[config.mk]
export PLATFORM = sky130hd
export DESIGN_NAME = multi_period_ema_with_warmup_unit
export DESIGN_NICKNAME = d
export VERILOG_FILES = /design/src/sv/mpema_pkg.sv /design/src/sv/mpema_ram.sv /design/src/sv/mpema_div.sv /design/src/sv/multi_period_ema_with_warmup_unit.sv
export VERILOG_INCLUDE_DIRS = /design/src /design/src/sv
export SDC_FILE = /design/constraint.sdc
export NUM_CORES = 1
export LEC_CHECK = 0
export ABC_CLOCK_PERIOD_IN_PS = 6000
export BUFFER_PORTS_ARGS = -buffer_cell sky130_fd_sc_hd__buf_2
export CORE_MARGIN = 3
export CORE_UTILIZATION = 46
export CTS_BUF_LIST = sky130_fd_sc_hd__clkbuf_8
export CTS_CLUSTER_SIZE = 28
export DETAILED_ROUTE_END_ITERATION = 8
export HOLD_SLACK_MARGIN = 0.15
export MAX_ROUTING_LAYER = met4
export PLACE_DENSITY_LB_ADDON = 0.12
export SETUP_SLACK_MARGIN = 0.2
export SLEW_MARGIN = 20
export SYNTH_ARGS = -nofsm -noshare
export SYNTH_HDL_FRONTEND = slang
export SYNTH_HIERARCHICAL = 1
export SYNTH_SLANG_ARGS = --single-unit
[constraint.sdc]
create_clock -name clk_i -period 6 [get_ports clk_i]
set_input_delay 0.9 -clock clk_i [delete_from_list [all_inputs] [get_ports clk_i]]
set_output_delay 0.9 -clock clk_i [all_outputs]
set_load 0.01 [all_outputs]
[src/sv/assert_macros.svh]
// ----------------------------------------------------------------------------
// assert_macros.svh
// Concurrent assertion helpers used by the top-level averaging unit.
// ----------------------------------------------------------------------------
`ifndef ASSERT_MACROS_SVH
`define ASSERT_MACROS_SVH

// Check a property on every rising clock edge, held off while reset is low.
`define MPE_ASSERT(name, clk, rst_n, prop) \
  name: assert property (@(posedge clk) disable iff (!rst_n) (prop)) \
    else $error("%m: assertion failed");

// Check that one condition implies another in the same cycle.
`define MPE_ASSERT_IMPLY(name, clk, rst_n, lhs, rhs) \
  name: assert property (@(posedge clk) disable iff (!rst_n) (lhs) |-> (rhs)) \
    else $error("%m: implication failed");

`endif

[src/sv/mpema_pkg.sv]
// ----------------------------------------------------------------------------
// mpema_pkg
// Shared constants, types and tables of the multi-period averaging unit.
// ----------------------------------------------------------------------------
`default_nettype none

package mpema_pkg;

  // Default parameter values.
  localparam int NUM_FILTERS_DEF = 5;
  localparam int SAMPLE_BITS_DEF = 16;
  localparam int FRAC_BITS_DEF   = 16;

  // Fixed field widths.
  localparam int PERIOD_W   = 8;
  localparam int COUNT_W    = 8;
  localparam int DEN_W      = PERIOD_W + 1;
  localparam int SEL_W      = 3;
  localparam int CFG_IDX_W  = 3;
  localparam int CFG_DATA_W = 8;
  localparam int OUT_W      = 32;

  // Register indexes.
  localparam logic [CFG_IDX_W-1:0] REG_SELECT = 3'd0;
  localparam int REG_PERIOD_BASE = 1;
  localparam int NUM_PERIOD_REGS = 5;

  // Divider status.
  typedef struct packed {
    logic busy;
    logic done;
  } div_stat_t;

  // Period reset values by filter.
  function automatic logic [PERIOD_W-1:0] period_reset(input logic [2:0] idx);
    logic [PERIOD_W-1:0] val;
    unique case (idx)
      3'd0:    val = 8'd5;
      3'd1:    val = 8'd10;
      3'd2:    val = 8'd15;
      3'd3:    val = 8'd30;
      default: val = 8'd50;
    endcase
    return val;
  endfunction

endpackage

`default_nettype wire

[src/sv/mpema_ram.sv]
// ----------------------------------------------------------------------------
// mpema_ram
// Generic single-write, single-read RAM with registered read data.
// ----------------------------------------------------------------------------
`default_nettype none

module mpema_ram #(
  parameter int WIDTH = 40,
  parameter int DEPTH = 5,
  localparam int ADDR_W = (DEPTH > 1) ? $clog2(DEPTH) : 1
) (
  input  wire logic              clk_i,
  input  wire logic              we_i,
  input  wire logic [ADDR_W-1:0] waddr_i,
  input  wire logic [WIDTH-1:0]  wdata_i,
  input  wire logic              re_i,
  input  wire logic [ADDR_W-1:0] raddr_i,
  output logic      [WIDTH-1:0]  rdata_o
);

  logic [WIDTH-1:0] mem_q [DEPTH];
  logic [WIDTH-1:0] rdata_q;

  always_ff @(posedge clk_i) begin
    if (we_i) begin
      mem_q[waddr_i] <= wdata_i;
    end
    if (re_i) begin
      rdata_q <= mem_q[raddr_i];
    end
  end

  assign rdata_o = rdata_q;

endmodule

`default_nettype wire

[src/sv/mpema_div.sv]
// ----------------------------------------------------------------------------
// mpema_div
// Restoring unsigned divider, one quotient bit per cycle.
// ----------------------------------------------------------------------------
`default_nettype none

module mpema_div #(
  parameter int DIV_W = 33
) (
  input  wire logic                        clk_i,
  input  wire logic                        rst_ni,
  input  wire logic                        start_i,
  input  wire logic [DIV_W-1:0]            dividend_i,
  input  wire logic [mpema_pkg::DEN_W-1:0] divisor_i,
  output logic      [DIV_W-1:0]            quotient_o,
  output mpema_pkg::div_stat_t             stat_o
);

  import mpema_pkg::*;

  localparam int CNT_W = $clog2(DIV_W + 1);

  logic [DIV_W-1:0] quo_q;
  logic [DEN_W-1:0] rem_q;
  logic [DEN_W-1:0] dsr_q;
  logic [CNT_W-1:0] cnt_q;
  logic             busy_q;
  logic             done_q;

  logic [DEN_W:0]   shifted;
  logic [DEN_W+1:0] trial;
  logic             borrow;

  assign shifted = {rem_q, quo_q[DIV_W-1]};
  assign trial   = {1'b0, shifted} - {2'b00, dsr_q};
  assign borrow  = trial[DEN_W+1];

  always_ff @(posedge clk_i or negedge rst_ni) begin
    if (!rst_ni) begin
      busy_q <= 1'b0;
      done_q <= 1'b0;
      cnt_q  <= '0;
    end else begin
      done_q <= 1'b0;
      if (start_i) begin
        busy_q <= 1'b1;
        cnt_q  <= CNT_W'(DIV_W);
      end else if (busy_q) begin
        cnt_q <= cnt_q - 1'b1;
        if (cnt_q == CNT_W'(1)) begin
          busy_q <= 1'b0;
          done_q <= 1'b1;
        end
      end
    end
  end

  // Shift one dividend bit into the partial remainder each step.
  always_ff @(posedge clk_i) begin
    if (start_i) begin
      quo_q <= dividend_i;
      rem_q <= '0;
      dsr_q <= divisor_i;
    end else if (busy_q) begin
      if (borrow) begin
        rem_q <= shifted[DEN_W-1:0];
        quo_q <= {quo_q[DIV_W-2:0], 1'b0};
      end else begin
        rem_q <= trial[DEN_W-1:0];
        quo_q <= {quo_q[DIV_W-2:0], 1'b1};
      end
    end
  end

  assign quotient_o  = quo_q;
  assign stat_o.busy = busy_q;
  assign stat_o.done = done_q;

endmodule

`default_nettype wire

[src/sv/multi_period_ema_with_warmup_unit.sv]
// ----------------------------------------------------------------------------
// multi_period_ema_with_warmup_unit
// Bank of averaging filters with cumulative-mean warm-up and EMA tracking.
// ----------------------------------------------------------------------------
// Sequence: each filter in turn reads its entry, sets up the step, runs the
//   shared divider, which retires one quotient bit per cycle, and writes back.
//   The selected filter's result is then registered for output. A new request
//   is accepted only while idle, once the previous one has left the sequencer.
// Reset: averages and counts read as zero through per-entry valid flags, so
//   no clearing pass runs; periods return to 5, 10, 15, 30, 50, select to 0.
`default_nettype none

`include "assert_macros.svh"

module multi_period_ema_with_warmup_unit #(
  parameter int NUM_FILTERS = mpema_pkg::NUM_FILTERS_DEF,
  parameter int SAMPLE_BITS = mpema_pkg::SAMPLE_BITS_DEF,
  parameter int FRAC_BITS   = mpema_pkg::FRAC_BITS_DEF
) (
  input  wire logic                             clk_i,
  input  wire logic                             rst_ni,
  // Configuration write port
  input  wire logic                             cfg_we_i,
  input  wire logic [mpema_pkg::CFG_IDX_W-1:0]  cfg_index_i,
  input  wire logic [mpema_pkg::CFG_DATA_W-1:0] cfg_data_i,
  // Sample request channel
  input  wire logic                             in_valid_i,
  output logic                                  in_stall_o,
  input  wire logic [SAMPLE_BITS-1:0]           sample_value_i,
  // Result channel
  output logic                                  out_valid_o,
  input  wire logic                             out_stall_i,
  output logic      [mpema_pkg::OUT_W-1:0]      average_value_o,
  output logic                                  warmed_up_o
);

  import mpema_pkg::*;

  localparam int AVG_BITS = SAMPLE_BITS + FRAC_BITS;
  localparam int DIV_W    = AVG_BITS + 1;
  localparam int MEM_W    = COUNT_W + AVG_BITS;
  localparam int IDX_W    = (NUM_FILTERS > 1) ? $clog2(NUM_FILTERS) : 1;

  // Per-filter sequencer: read entry, set up the step, divide, write back.
  typedef enum logic [5:0] {
    ST_IDLE   = 6'b000001,
    ST_READ   = 6'b000010,
    ST_LOAD   = 6'b000100,
    ST_DIV    = 6'b001000,
    ST_WRITE  = 6'b010000,
    ST_FINISH = 6'b100000
  } state_e;

  state_e state_q, state_d;

  // Configuration registers
  logic [SEL_W-1:0]    sel_q;
  logic [PERIOD_W-1:0] period_q [NUM_FILTERS];

  // Sequencer registers
  logic [IDX_W-1:0]       idx_q, idx_d;
  logic [SAMPLE_BITS-1:0] sample_q;
  logic [NUM_FILTERS-1:0] ent_valid_q;
  logic                   rd_valid_q;
  logic [AVG_BITS-1:0]    avg_old_q;
  logic                   up_q;
  logic [COUNT_W-1:0]     k_q;
  logic                   warm_q;
  logic [AVG_BITS-1:0]    pend_avg_q;
  logic                   pend_warm_q;

  // Result registers
  logic             out_valid_q;
  logic [OUT_W-1:0] out_avg_q;
  logic             out_warm_q;

  // Memory and divider hookup
  logic                 mem_we;
  logic                 mem_re;
  logic [MEM_W-1:0]     mem_wdata;
  logic [MEM_W-1:0]     mem_rdata;
  logic                 div_start;
  logic [DIV_W-1:0]     div_dividend;
  logic [DEN_W-1:0]     div_divisor;
  logic [DIV_W-1:0]     div_quotient;
  div_stat_t            div_stat;

  // Step set-up
  logic [AVG_BITS-1:0]    x_w;
  logic [AVG_BITS-1:0]    rd_avg;
  logic [COUNT_W-1:0]     rd_cnt;
  logic [PERIOD_W-1:0]    n_w;
  logic [DEN_W-1:0]       k_full;
  logic [DEN_W-1:0]       k_w;
  logic                   cum_w;
  logic                   up_w;
  logic [AVG_BITS-1:0]    diff_w;
  logic [AVG_BITS-1:0]    new_avg;
  logic [IDX_W-1:0]       sel_eff;
  logic                   in_accept;
  logic                   out_load;
  logic [OUT_W+AVG_BITS-1:0] avg_pad;

  assign in_accept = in_valid_i && !in_stall_o;
  assign in_stall_o = (state_q != ST_IDLE);

  // Select values past the last filter report filter 0.
  assign sel_eff = ({1'b0, sel_q} >= (SEL_W+1)'(NUM_FILTERS)) ? '0 : IDX_W'(sel_q);

  // Configuration writes; indexes past the list drop silently.
  always_ff @(posedge clk_i or negedge rst_ni) begin
    if (!rst_ni) begin
      sel_q <= '0;
      for (int i = 0; i < NUM_FILTERS; i++) begin
        period_q[i] <= period_reset(3'(i));
      end
    end else if (cfg_we_i) begin
      if (cfg_index_i == REG_SELECT) begin
        sel_q <= cfg_data_i[SEL_W-1:0];
      end
      for (int i = 0; i < NUM_FILTERS; i++) begin
        if (i < NUM_PERIOD_REGS &&
            {1'b0, cfg_index_i} == (CFG_IDX_W+1)'(REG_PERIOD_BASE + i)) begin
          period_q[i] <= cfg_data_i[PERIOD_W-1:0];
        end
      end
    end
  end

  // Unwritten entries read as zero average and zero count.
  assign rd_avg = rd_valid_q ? mem_rdata[AVG_BITS-1:0] : '0;
  assign rd_cnt = rd_valid_q ? mem_rdata[MEM_W-1:AVG_BITS] : '0;
  assign x_w    = {sample_q, {FRAC_BITS{1'b0}}};

  // A zero period acts as period one; the count saturates at the period.
  assign n_w    = (period_q[idx_q] == '0) ? PERIOD_W'(1) : period_q[idx_q];
  assign k_full = {1'b0, rd_cnt} + DEN_W'(1);
  assign k_w    = (k_full > {1'b0, n_w}) ? {1'b0, n_w} : k_full;
  assign cum_w  = (k_w < {1'b0, n_w});
  assign up_w   = (x_w >= rd_avg);
  assign diff_w = up_w ? (x_w - rd_avg) : (rd_avg - x_w);

  // Cumulative mean divides diff by k; the EMA divides 2 * diff by N + 1.
  assign div_start    = (state_q == ST_LOAD);
  assign div_dividend = cum_w ? {1'b0, diff_w} : {diff_w, 1'b0};
  assign div_divisor  = cum_w ? k_w : ({1'b0, n_w} + DEN_W'(1));

  // The step never exceeds the distance to the sample, so no wrap occurs.
  assign new_avg = up_q ? (avg_old_q + div_quotient[AVG_BITS-1:0])
                        : (avg_old_q - div_quotient[AVG_BITS-1:0]);

  assign mem_re    = (state_q == ST_READ);
  assign mem_we    = (state_q == ST_WRITE);
  assign mem_wdata = {k_q, new_avg};

  assign out_load = (state_q == ST_FINISH) && (!out_valid_q || !out_stall_i);

  always_comb begin
    state_d = state_q;
    idx_d   = idx_q;
    unique case (state_q)
      ST_IDLE: begin
        if (in_accept) begin
          state_d = ST_READ;
          idx_d   = '0;
        end
      end
      ST_READ: begin
        state_d = ST_LOAD;
      end
      ST_LOAD: begin
        state_d = ST_DIV;
      end
      ST_DIV: begin
        if (div_stat.done) begin
          state_d = ST_WRITE;
        end
      end
      ST_WRITE: begin
        if (idx_q == IDX_W'(NUM_FILTERS - 1)) begin
          state_d = ST_FINISH;
        end else begin
          state_d = ST_READ;
          idx_d   = idx_q + 1'b1;
        end
      end
      ST_FINISH: begin
        // Hold until the result register is free.
        if (out_load) begin
          state_d = ST_IDLE;
        end
      end
      default: begin
        state_d = ST_IDLE;
      end
    endcase
  end

  always_ff @(posedge clk_i or negedge rst_ni) begin
    if (!rst_ni) begin
      state_q     <= ST_IDLE;
      idx_q       <= '0;
      ent_valid_q <= '0;
      rd_valid_q  <= 1'b0;
      out_valid_q <= 1'b0;
    end else begin
      state_q <= state_d;
      idx_q   <= idx_d;
      if (mem_re) begin
        rd_valid_q <= ent_valid_q[idx_q];
      end
      if (mem_we) begin
        ent_valid_q[idx_q] <= 1'b1;
      end
      if (out_load) begin
        out_valid_q <= 1'b1;
      end else if (!out_stall_i) begin
        out_valid_q <= 1'b0;
      end
    end
  end

  assign avg_pad = {{OUT_W{1'b0}}, pend_avg_q};

  // Payload registers
  always_ff @(posedge clk_i) begin
    if (in_accept) begin
      sample_q <= sample_value_i;
    end
    if (state_q == ST_LOAD) begin
      avg_old_q <= rd_avg;
      up_q      <= up_w;
      k_q       <= k_w[COUNT_W-1:0];
      warm_q    <= !cum_w;
    end
    if (mem_we && (idx_q == sel_eff)) begin
      pend_avg_q  <= new_avg;
      pend_warm_q <= warm_q;
    end
    if (out_load) begin
      out_avg_q  <= avg_pad[OUT_W-1:0];
      out_warm_q <= pend_warm_q;
    end
  end

  mpema_ram #(
    .WIDTH (MEM_W),
    .DEPTH (NUM_FILTERS)
  ) u_state_ram (
    .clk_i   (clk_i),
    .we_i    (mem_we),
    .waddr_i (idx_q),
    .wdata_i (mem_wdata),
    .re_i    (mem_re),
    .raddr_i (idx_q),
    .rdata_o (mem_rdata)
  );

  mpema_div #(
    .DIV_W (DIV_W)
  ) u_div (
    .clk_i      (clk_i),
    .rst_ni     (rst_ni),
    .start_i    (div_start),
    .dividend_i (div_dividend),
    .divisor_i  (div_divisor),
    .quotient_o (div_quotient),
    .stat_o     (div_stat)
  );

  assign out_valid_o     = out_valid_q;
  assign average_value_o = out_avg_q;
  assign warmed_up_o     = out_warm_q;

  // Read and write-back of the state memory never share a cycle.
  `MPE_ASSERT(a_no_rw_overlap, clk_i, rst_ni, !(mem_we && mem_re))
  // A quotient only completes while the sequencer waits for it.
  `MPE_ASSERT_IMPLY(a_div_done_in_div, clk_i, rst_ni, div_stat.done, state_q == ST_DIV)
  // A new result only appears out of the final state.
  `MPE_ASSERT(a_out_from_finish, clk_i, rst_ni,
              $rose(out_valid_o) |-> $past(state_q == ST_FINISH))

endmodule

`default_nettype wire
==> results.toml, run 1 <==
[sta]
timing.max_slew.rel_slack_pct = 33.3
post-route-min-period_ns = 5.37
worstMarginPinSlew_ns = 0.999
clock.fmax_ghz = 0.186
timing.setup.tns_ns = 0
rsz_0062_raised_after_global_routing = "false"
timing.final.hold_violations = 0
worst_hold_slack_ns = 0.402
final_max_slew_viol_count = 0
final-setup-viol-count = 0
fin_crit_share_pct = 89.5
clock-skew-final_ns = 0.0331
timing.final.ws_setup_ns = 0.629

[run_status]
outcome = "finished clean"

[hold_path]
hp-start = "pend_avg_q[29]"
whs_path_depth = 0
worstHoldPathType = "register to register"
timing.hold.worst_endpoint = "average_value_o[29]"

[grt]
pin_count_of_the_biggest_net_entering_global_routing = 68
grt_usage_pct = 20.8
via_count_of_the_first_global_routing_pass = 15200
global_route_wire_length_before_repair_um = 88200
number_of_antenna_violations_at_the_first_check_in_global_routing = 0
grt_remaining_overflow = 0

[placed_design]
place_inst = 2579
detailed_place.area_sq_um = 25500
place_worst_setup_slack_ns = 0.288
hpwl_after_detailed_placement_um = 36800
io_buffer_count = 66
final_gp_congestion = 0.901

[setup_path]
crit_path_end_kind = "register"
worstPathArrival_ns = 5.77
ff2ff_setup_slack_ns = 0.63
crit_chain = "mux4_2 -> nor3_1 -> a21oi_1 -> o41ai_2 -> ha_1 -> nand3b_1 -> a21boi_0 -> o21ai_0 -> a21oi_1 -> a31oi_2 -> mux2_2 -> ha_1 -> a21o_1 -> a21o_1 -> a21oi_1 -> o21ai_0 -> a41oi_4 -> buf_12 -> mux2_2 -> mux2_2"
worst-path-buf-inv = 1
crit_path_top_delay_cell = "sky130_fd_sc_hd__dfrtp_4"
r2r-end = "u_div/quotient_o[14]"
setup.worst_path.start_class = "register"
rr_worst_depth = 20
worst_path_largest_cell_delay_ns = 0.55
critical-path-top-delay-family = "compound AO/OA/AOI/OAI gates"
cp_max_fo = 36
cp.required_ns = 6.40
timing.rr.start = "idx_q[0]"
worst-setup-path-type = "register to register"

[final_layout]
finish.utilization_pct = 52.1
nets = 2114
layout_commonest_cell = "sky130_fd_sc_hd__edfxtp_1"
multi_input_gate_area_in_the_final_layout_sq_um = 9450
layout.cell_area.non_filler_sq_um = 27100
seq_area_sq_um = 14100
num_antenna_cells = 0
drive_gt1_share_pct = 22.1
layout.cells.most_common_list = "sky130_fd_sc_hd__edfxtp_1 (406), sky130_fd_sc_hd__inv_1 (149), sky130_fd_sc_hd__nor2_1 (100)"
syn_to_final_growth_pct = 10.8
filler_cell_count = 4515
instances_no_fill = 2730

[cts]
cts.path.max_buffers = 3
root_buffer = "sky130_fd_sc_hd__clkbuf_8"
h-tree-depth = 3
tritoncts = "built"
cts-hold-fix-buffers = 0
clkLatencyLatePin_ns = 0.66
numClockSinks = 482
cts_clk_pin_slew_worst_paths_ns = 0.06
tritoncts.num_buffers = 84

[route]
drc = 0
wire_length_per_cell_um = 20.7
detailroute.via_count = 15200
drt_first_pass_iters = 8
postRouteWirelength_um = 56500
vias_per_cell = 5.58
drtIter0Drc = 997
final_antenna_net_count = 0

[die]
die_x_um = 237
die_height_um = 237
dieArea_sq_um = 55900
num_rows = 83
initial_core_util_pct = 47.1
count_of_boundary_i_o_pins = 67
core_area_sq_um = 51900

[pwr]
max-vdd-ir-drop_uv = 207
power_density_nw_per_um2 = 421
fin_total_pwr_mw = 11.4
p_leak_nw = 10.1

[synth]
synthesis.nets = 1993
synth_warnings = 6
synth_cells = 1865
mappedNetlistArea_sq_um = 24400
avgSynthCellArea_sq_um = 13.1

[run]
max-cap-violations = 0
==> final cells by class <==
class | instances | area share (%)
tap | 680 | 3.14
timing repair buffer | 108 | 2.43
inverter | 132 | 1.83
clock buffer | 91 | 4.63
sequential | 482 | 52.0
clock inverter | 59 | 1.08
multi-input combinational | 1178 | 34.9
==> state kept, by name, indices dropped and copies added (netlist names), 3 cells and up <==
name                 count
u_div/quotient_o        33
state_q                  6
period_q                40
ent_valid_q              5
k_q                      8
sample_q                16
u_div/rem_q              9
u_state_ram/mem_q      200
pend_avg_q              32
u_state_ram/rdata_o     40
u_div/cnt_q              6
avg_old_q               32
idx_q                    3
sel_q                    3
u_div/dsr_q              9
average_value_o         32
==> how the worst max path moves through the flow <==
stage / from / end / cells after the start
5_1_grt: idx_q[0] / u_div/quotient_o[24] / 21
2_1_floorplan: state_q[1] / u_state_ram/mem_q[0][0] / 4
4_1_cts: idx_q[2] / u_div/quotient_o[14] / 19
6_report: idx_q[0] / u_div/quotient_o[14] / 20
3_5_place_dp: idx_q[2] / u_div/quotient_o[14] / 19
3_3_place_gp: idx_q[2] / u_div/quotient_o[15] / 19
==> power breakdown <==
part	switching (mW)	internal, mW
logic	2.22	1.33
registers	0.351	4.72
clock network	1.33	1.44
==> what timing repair did <==
action | in CTS | in global routing
endpoints found under the hold margin | 0 | 0
gates resized for setup | 0 | 2
endpoints found under the setup margin | 0 | 31
setup buffers | 0 | 1
==> routing by layer <==
metal	global-route usage [%]	wire (um)	part of all wire, %	vias up
li1	-	-	-	7251
met1	28.0	26200	46	7555
met2	32.7	26600	47	345
met3	3.94	2530	4.5	78
met4	5.59	1140	2.0	0
met5	-	0	0	-
(Power assumes the default switching activity.)
==> inputs of run 2 (changes only) <==
Settings changed: ABC_AREA set to 1.
==> results.toml, run 2 <==
[hold_path]
hp-start = "sample_value_i[2]"
whs_path_depth = 1
timing.hold.worst_endpoint = "sample_q[2]"
worstHoldPathType = "primary input to register"

[setup_path]
r2r-end = "u_div/quotient_o[32]"
critical-path-top-delay-family = "simple AND/OR/NAND/NOR gates"
crit_chain = "inv_4 -> nand2_1 -> nand3_1 -> nand2_1 -> nor2_2 -> nand2_1 -> nor2_1 -> nand2_1 -> nand2_2 -> ha_1 -> nand3_1 -> nor3_1 -> nand2_1 -> nand2_2 -> o21ai_0 -> ha_1 -> nand3_1 -> nor3_1 -> nand2_2 -> buf_4 -> nand2_4 -> and2_1 -> nand2_1 -> nand2_1"
worst-setup-path-type = "register to register"
rr_worst_depth = 24
worst_path_largest_cell_delay_ns = 0.70
ff2ff_setup_slack_ns = 0.85
setup.worst_path.start_class = "register"
worstPathArrival_ns = 5.56
cp.required_ns = 6.41
worst-path-buf-inv = 2
path_common_cell = "sky130_fd_sc_hd__nand2_1"
cp_max_fo = 42
timing.rr.start = "idx_q[0]"
crit_path_end_kind = "register"
crit_path_top_delay_cell = "sky130_fd_sc_hd__o21ai_0"

[grt]
grt_usage_pct = 23.9
via_count_of_the_first_global_routing_pass = 19300
global_route_wire_length_before_repair_um = 108000
grt_remaining_overflow = 0
number_of_antenna_violations_at_the_first_check_in_global_routing = 1
pin_count_of_the_biggest_net_entering_global_routing = 81

[run]
max-cap-violations = 0

[placed_design]
io_buffer_count = 66
final_gp_congestion = 0.943
place_worst_setup_slack_ns = 0.936
hpwl_after_detailed_placement_um = 49100
detailed_place.area_sq_um = 27100

[final_layout]
layout.cells.most_common_list = "sky130_fd_sc_hd__nand2_1 (1089), sky130_fd_sc_hd__inv_1 (491), sky130_fd_sc_hd__edfxtp_1 (406)"
largest_register_ff_count = 200
filler_cell_count = 5313
layout_commonest_cell = "sky130_fd_sc_hd__nand2_1"
layout.cell_area.non_filler_sq_um = 28700
drive_gt1_share_pct = 8.33
finish.utilization_pct = 51.6
syn_to_final_growth_pct = 10.1
nets = 3242
largest-register = "u_state_ram/mem_q"

[route]
wire_length_per_cell_um = 17.6
drtIter0Drc = 1537
drc = 0
detailroute.via_count = 19900
drt_first_pass_iters = 6
vias_per_cell = 5.07
postRouteWirelength_um = 69200
final_antenna_net_count = 0

[cts]
clkLatencyLatePin_ns = 0.68
numClockSinks = 482
h-tree-depth = 3
cts_clk_pin_slew_worst_paths_ns = 0.07
tritoncts.num_buffers = 84
cts.path.max_buffers = 3
cts_resized = 0
tritoncts = "built"
postCtsSetupBuffers = 0
root_buffer = "sky130_fd_sc_hd__clkbuf_8"
cts-hold-fix-buffers = 0

[die]
num_rows = 86
die_height_um = 244
die_x_um = 244
count_of_boundary_i_o_pins = 67
core_area_sq_um = 55600
dieArea_sq_um = 59600
initial_core_util_pct = 46.9

[synth]
mappedNetlistArea_sq_um = 26100
synth_cells = 3029
avgSynthCellArea_sq_um = 8.61
synth_warnings = 6
synthesis.nets = 3157

[sta]
timing.final.ws_setup_ns = 0.852
worstMarginPinSlew_ns = 0.981
final-setup-viol-count = 0
fin_crit_share_pct = 85.8
timing.final.hold_violations = 0
final_max_slew_viol_count = 0
timing.setup.tns_ns = 0
post-route-min-period_ns = 5.15
clock.fmax_ghz = 0.194
rsz_0062_raised_after_global_routing = "false"
clock-skew-final_ns = 0.0300
timing.max_slew.rel_slack_pct = 34.6

[pwr]
p_leak_nw = 13.7
max-vdd-ir-drop_uv = 250
power_density_nw_per_um2 = 485
fin_total_pwr_mw = 13.9

[run_status]
outcome = "finished clean"
==> run 2: metal layers <==
metal  track usage (%)  wire length [um]  vias up
met1              30.6             30500     9480
li1                  -                 -     9870
met2              38.6             33100      474
met4              8.53              2440        0
met3              4.00              3170      124
met5                 -                 0        -
==> run 2: through the flow <==
stage                     std cells  hold WS [ns]
final                          3932         0.390
after CTS                      3930         0.330
after global placement         3775         0.404
after detailed placement       3775         0.405
after global routing           3932         0.352
after floorplan                3029         0.400
==> run 2: where the power goes <==
| part | switching [mW] | internal [mW] |
|---|---|---|
| Combinational | 4.22 | 1.66 |
| Clock | 1.40 | 1.54 |
| Sequential | 0.318 | 4.80 |
==> run 2: worst reg2reg max path, cell delays in order (launching register included) <==
cell and delay, ns:
sky130_fd_sc_hd__dfrtp_4 0.59, sky130_fd_sc_hd__inv_4 0.25, sky130_fd_sc_hd__nand2_1 0.09, sky130_fd_sc_hd__nand3_1 0.07, sky130_fd_sc_hd__nand2_1 0.08, sky130_fd_sc_hd__nor2_2 0.25, sky130_fd_sc_hd__nand2_1 0.12, sky130_fd_sc_hd__nor2_1 0.10
sky130_fd_sc_hd__nand2_1 0.07, sky130_fd_sc_hd__nand2_2 0.12, sky130_fd_sc_hd__ha_1 0.25, sky130_fd_sc_hd__nand3_1 0.08, sky130_fd_sc_hd__nor3_1 0.05, sky130_fd_sc_hd__nand2_1 0.08, sky130_fd_sc_hd__nand2_2 0.19, sky130_fd_sc_hd__o21ai_0 0.70
sky130_fd_sc_hd__ha_1 0.41, sky130_fd_sc_hd__nand3_1 0.10, sky130_fd_sc_hd__nor3_1 0.06, sky130_fd_sc_hd__nand2_2 0.13, sky130_fd_sc_hd__buf_4 0.37, sky130_fd_sc_hd__nand2_4 0.36, sky130_fd_sc_hd__and2_1 0.26, sky130_fd_sc_hd__nand2_1 0.06
sky130_fd_sc_hd__nand2_1 0.06
==> run 2: worst max path at each step <==
stage | cells after the start | endpoint | start | slack (ns)
2_1_floorplan | 30 | u_div/quotient_o[28] | rd_valid_q | 1.15
3_3_place_gp | 21 | u_div/quotient_o[32] | rd_valid_q | 0.96
3_5_place_dp | 24 | u_div/quotient_o[32] | idx_q[0] | 0.94
4_1_cts | 24 | u_div/quotient_o[32] | idx_q[0] | 0.89
5_1_grt | 26 | u_div/quotient_o[12] | rd_valid_q | 0.33
6_report | 24 | u_div/quotient_o[32] | idx_q[0] | 0.85
==> run 2: area by class of cell <==
class                      instances  area (sq um)  share of cell area, %
clock inverter                    68           440                   1.53
clock buffer                      87          1200                   4.17
timing repair buffer              87           500                   1.74
antenna                            1          2.50                0.00871
tap                              748           936                   3.26
inverter                         471          1780                   6.19
multi-input combinational       1988          9790                   34.1
sequential                       482         14100                   49.0
==> inputs of run 3 (changes only) <==
Settings changed: ABC_CLOCK_PERIOD_IN_PS 6000 to 5800, BUFFER_PORTS_ARGS -buffer_cell sky130_fd_sc_hd__buf_2 to -buffer_cell sky130_fd_sc_hd__clkbuf_2.
Clock period 6 ns to 5.8 ns, I/O delays scaled along.
==> results.toml, run 3 (same netlist as run 2, synthesis figures left out) <==
[sta]
final_max_slew_viol_count = 0
timing.final.hold_violations = 0
fin_crit_share_pct = 89.3
worstMarginPinSlew_ns = 0.939
timing.max_slew.rel_slack_pct = 37.4
clock-skew-final_ns = 0.0214
final-setup-viol-count = 0
post-route-min-period_ns = 5.18
rsz_0062_raised_after_global_routing = "false"
timing.setup.tns_ns = 0
clock.fmax_ghz = 0.193

[final_layout]
nets = 3244
largest-register = "u_state_ram/mem_q"
seq_area_sq_um = 14100
drive_gt1_share_pct = 8.20
largest_register_ff_count = 200
layout_commonest_cell = "sky130_fd_sc_hd__nand2_1"
multi_input_gate_area_in_the_final_layout_sq_um = 9790
layout.cells.most_common_list = "sky130_fd_sc_hd__nand2_1 (1089), sky130_fd_sc_hd__inv_1 (488), sky130_fd_sc_hd__edfxtp_1 (406)"
syn_to_final_growth_pct = 9.99
filler_cell_count = 5330

[cts]
tritoncts.num_buffers = 85
cts_clk_pin_slew_worst_paths_ns = 0.06
numClockSinks = 482
clkLatencyLatePin_ns = 0.68
postCtsSetupBuffers = 0
cts.path.max_buffers = 3
cts-hold-fix-buffers = 0
root_buffer = "sky130_fd_sc_hd__clkbuf_8"
cts_resized = 0
tritoncts = "built"
h-tree-depth = 3

[die]
count_of_boundary_i_o_pins = 67
num_rows = 86
initial_core_util_pct = 46.9
die_height_um = 244
dieArea_sq_um = 59600
core_area_sq_um = 55600
die_x_um = 244

[route]
drt_first_pass_iters = 7
drc = 0
final_antenna_net_count = 0
wire_length_per_cell_um = 17.6
postRouteWirelength_um = 69200
detailroute.via_count = 19800
drtIter0Drc = 1585
vias_per_cell = 5.04

[setup_path]
worstPathArrival_ns = 5.59
critical-path-top-delay-family = "simple AND/OR/NAND/NOR gates"
cp_max_fo = 42
worst-setup-path-type = "register to register"
path_common_cell = "sky130_fd_sc_hd__nand2_1"
worst-path-buf-inv = 2
crit_path_top_delay_cell = "sky130_fd_sc_hd__o21ai_0"
cp.required_ns = 6.21
crit_path_end_kind = "register"
crit_chain = "inv_4 -> nand2_1 -> nand3_1 -> nand2_1 -> nor2_2 -> nand2_1 -> nor2_1 -> nand2_1 -> nand2_2 -> ha_1 -> nand3_1 -> nor3_1 -> nand2_1 -> nand2_2 -> o21ai_0 -> ha_1 -> nand2_1 -> nor3_1 -> nand2_2 -> buf_4 -> nand2_4 -> and2_1 -> nand2_1 -> nand2_1"
setup.worst_path.start_class = "register"
worst_path_largest_cell_delay_ns = 0.72

[run]
max-cap-violations = 0

[pwr]
p_leak_nw = 13.7
fin_total_pwr_mw = 14.3
max-vdd-ir-drop_uv = 291
power_density_nw_per_um2 = 500

[hold_path]
worstHoldPathType = "primary input to register"

[run_status]
outcome = "finished clean"

[grt]
grt_usage_pct = 23.9
number_of_antenna_violations_at_the_first_check_in_global_routing = 1
grt_remaining_overflow = 0
via_count_of_the_first_global_routing_pass = 18900
global_route_wire_length_before_repair_um = 108000
pin_count_of_the_biggest_net_entering_global_routing = 81

[placed_design]
hpwl_after_detailed_placement_um = 48800
final_gp_congestion = 0.968
io_buffer_count = 66
run 3: changes by cell type in the layout (fill, tap and decap cells not counted), moves of 3 or more:
cell,change
sky130_fd_sc_hd__buf_2,-65
sky130_fd_sc_hd__clkbuf_2,+65
sky130_fd_sc_hd__clkbuf_8,+5
sky130_fd_sc_hd__clkinv_1,+8
sky130_fd_sc_hd__clkinv_2,-6
sky130_fd_sc_hd__inv_1,-3
run 3: power breakdown:
part	internal, mW	leakage [nW]	switching, mW	total, mW
clock	1.56	0.922	1.43	2.99
combinational	1.72	8.18	4.35	6.07
sequential	4.96	4.59	0.326	5.29
total	8.24	13.7	6.11	14.3
run 3: worst paths after layout:
kind | slack [ns] | to | cells past startpoint | from
setup / recovery | 0.62 | u_div/quotient_o[32] | 24 | idx_q[0]
hold / removal | 0.37 | sample_q[2] | 1 | sample_value_i[2]
setup reg to reg | 0.62 | u_div/quotient_o[32] | 24 | idx_q[0]
hold reg to reg | 0.42 | average_value_o[5] | 0 | pend_avg_q[5]
max in group asynchronous | 4.77 | idx_q[0] | 2 | rst_ni
min in group asynchronous | 0.40 | period_q[26] | 2 | rst_ni
run 3: area by class of cell:
type / instances / area share [%]
sequential: 482 / 49.1
multi-input combinational: 1988 / 34.1
inverter: 471 / 6.19
clock buffer: 92 / 4.41
tap: 748 / 3.26
timing repair buffer: 88 / 1.77
clock inverter: 63 / 1.19
antenna: 1 / 0.00872
run 3: layer usage:
layer / up-vias / share of wire, % / global-route usage, %
met5: - / 0 / -
met4: 0 / 2.8 / 7.29
met3: 116 / 4.5 / 3.19
met2: 485 / 48 / 39.9
met1: 9310 / 44 / 30.6
li1: 9895 / - / -
run 3: worst reg2reg max path, delay by kind of cell, from the launching register on:
family | cells | cell delay, ns
flip-flops | 1 | 0.59
AO/OA/AOI/OAI | 1 | 0.72
buffers and inverters | 2 | 0.64
AND/OR/NAND/NOR | 19 | 2.31
adder cells (fa/ha/maj) | 2 | 0.63
run 3: stage by stage:
| step | cells | area, sq um | utilization, % | hold WS, ns | setup slack, ns |
|---|---|---|---|---|---|
| after floorplan | 3029 | 26100 | - | 0.400 | 0.946 |
| after global placement | 3776 | 27100 | 48.6 | 0.401 | 0.785 |
| after detailed placement | 3776 | 27100 | 48.6 | 0.405 | 0.768 |
| after CTS | 3931 | 28700 | 51.5 | 0.306 | 0.664 |
| after global routing | 3933 | 28700 | 51.6 | 0.323 | 0.286 |
| final | 3933 | 28700 | 51.6 | 0.367 | 0.620 |
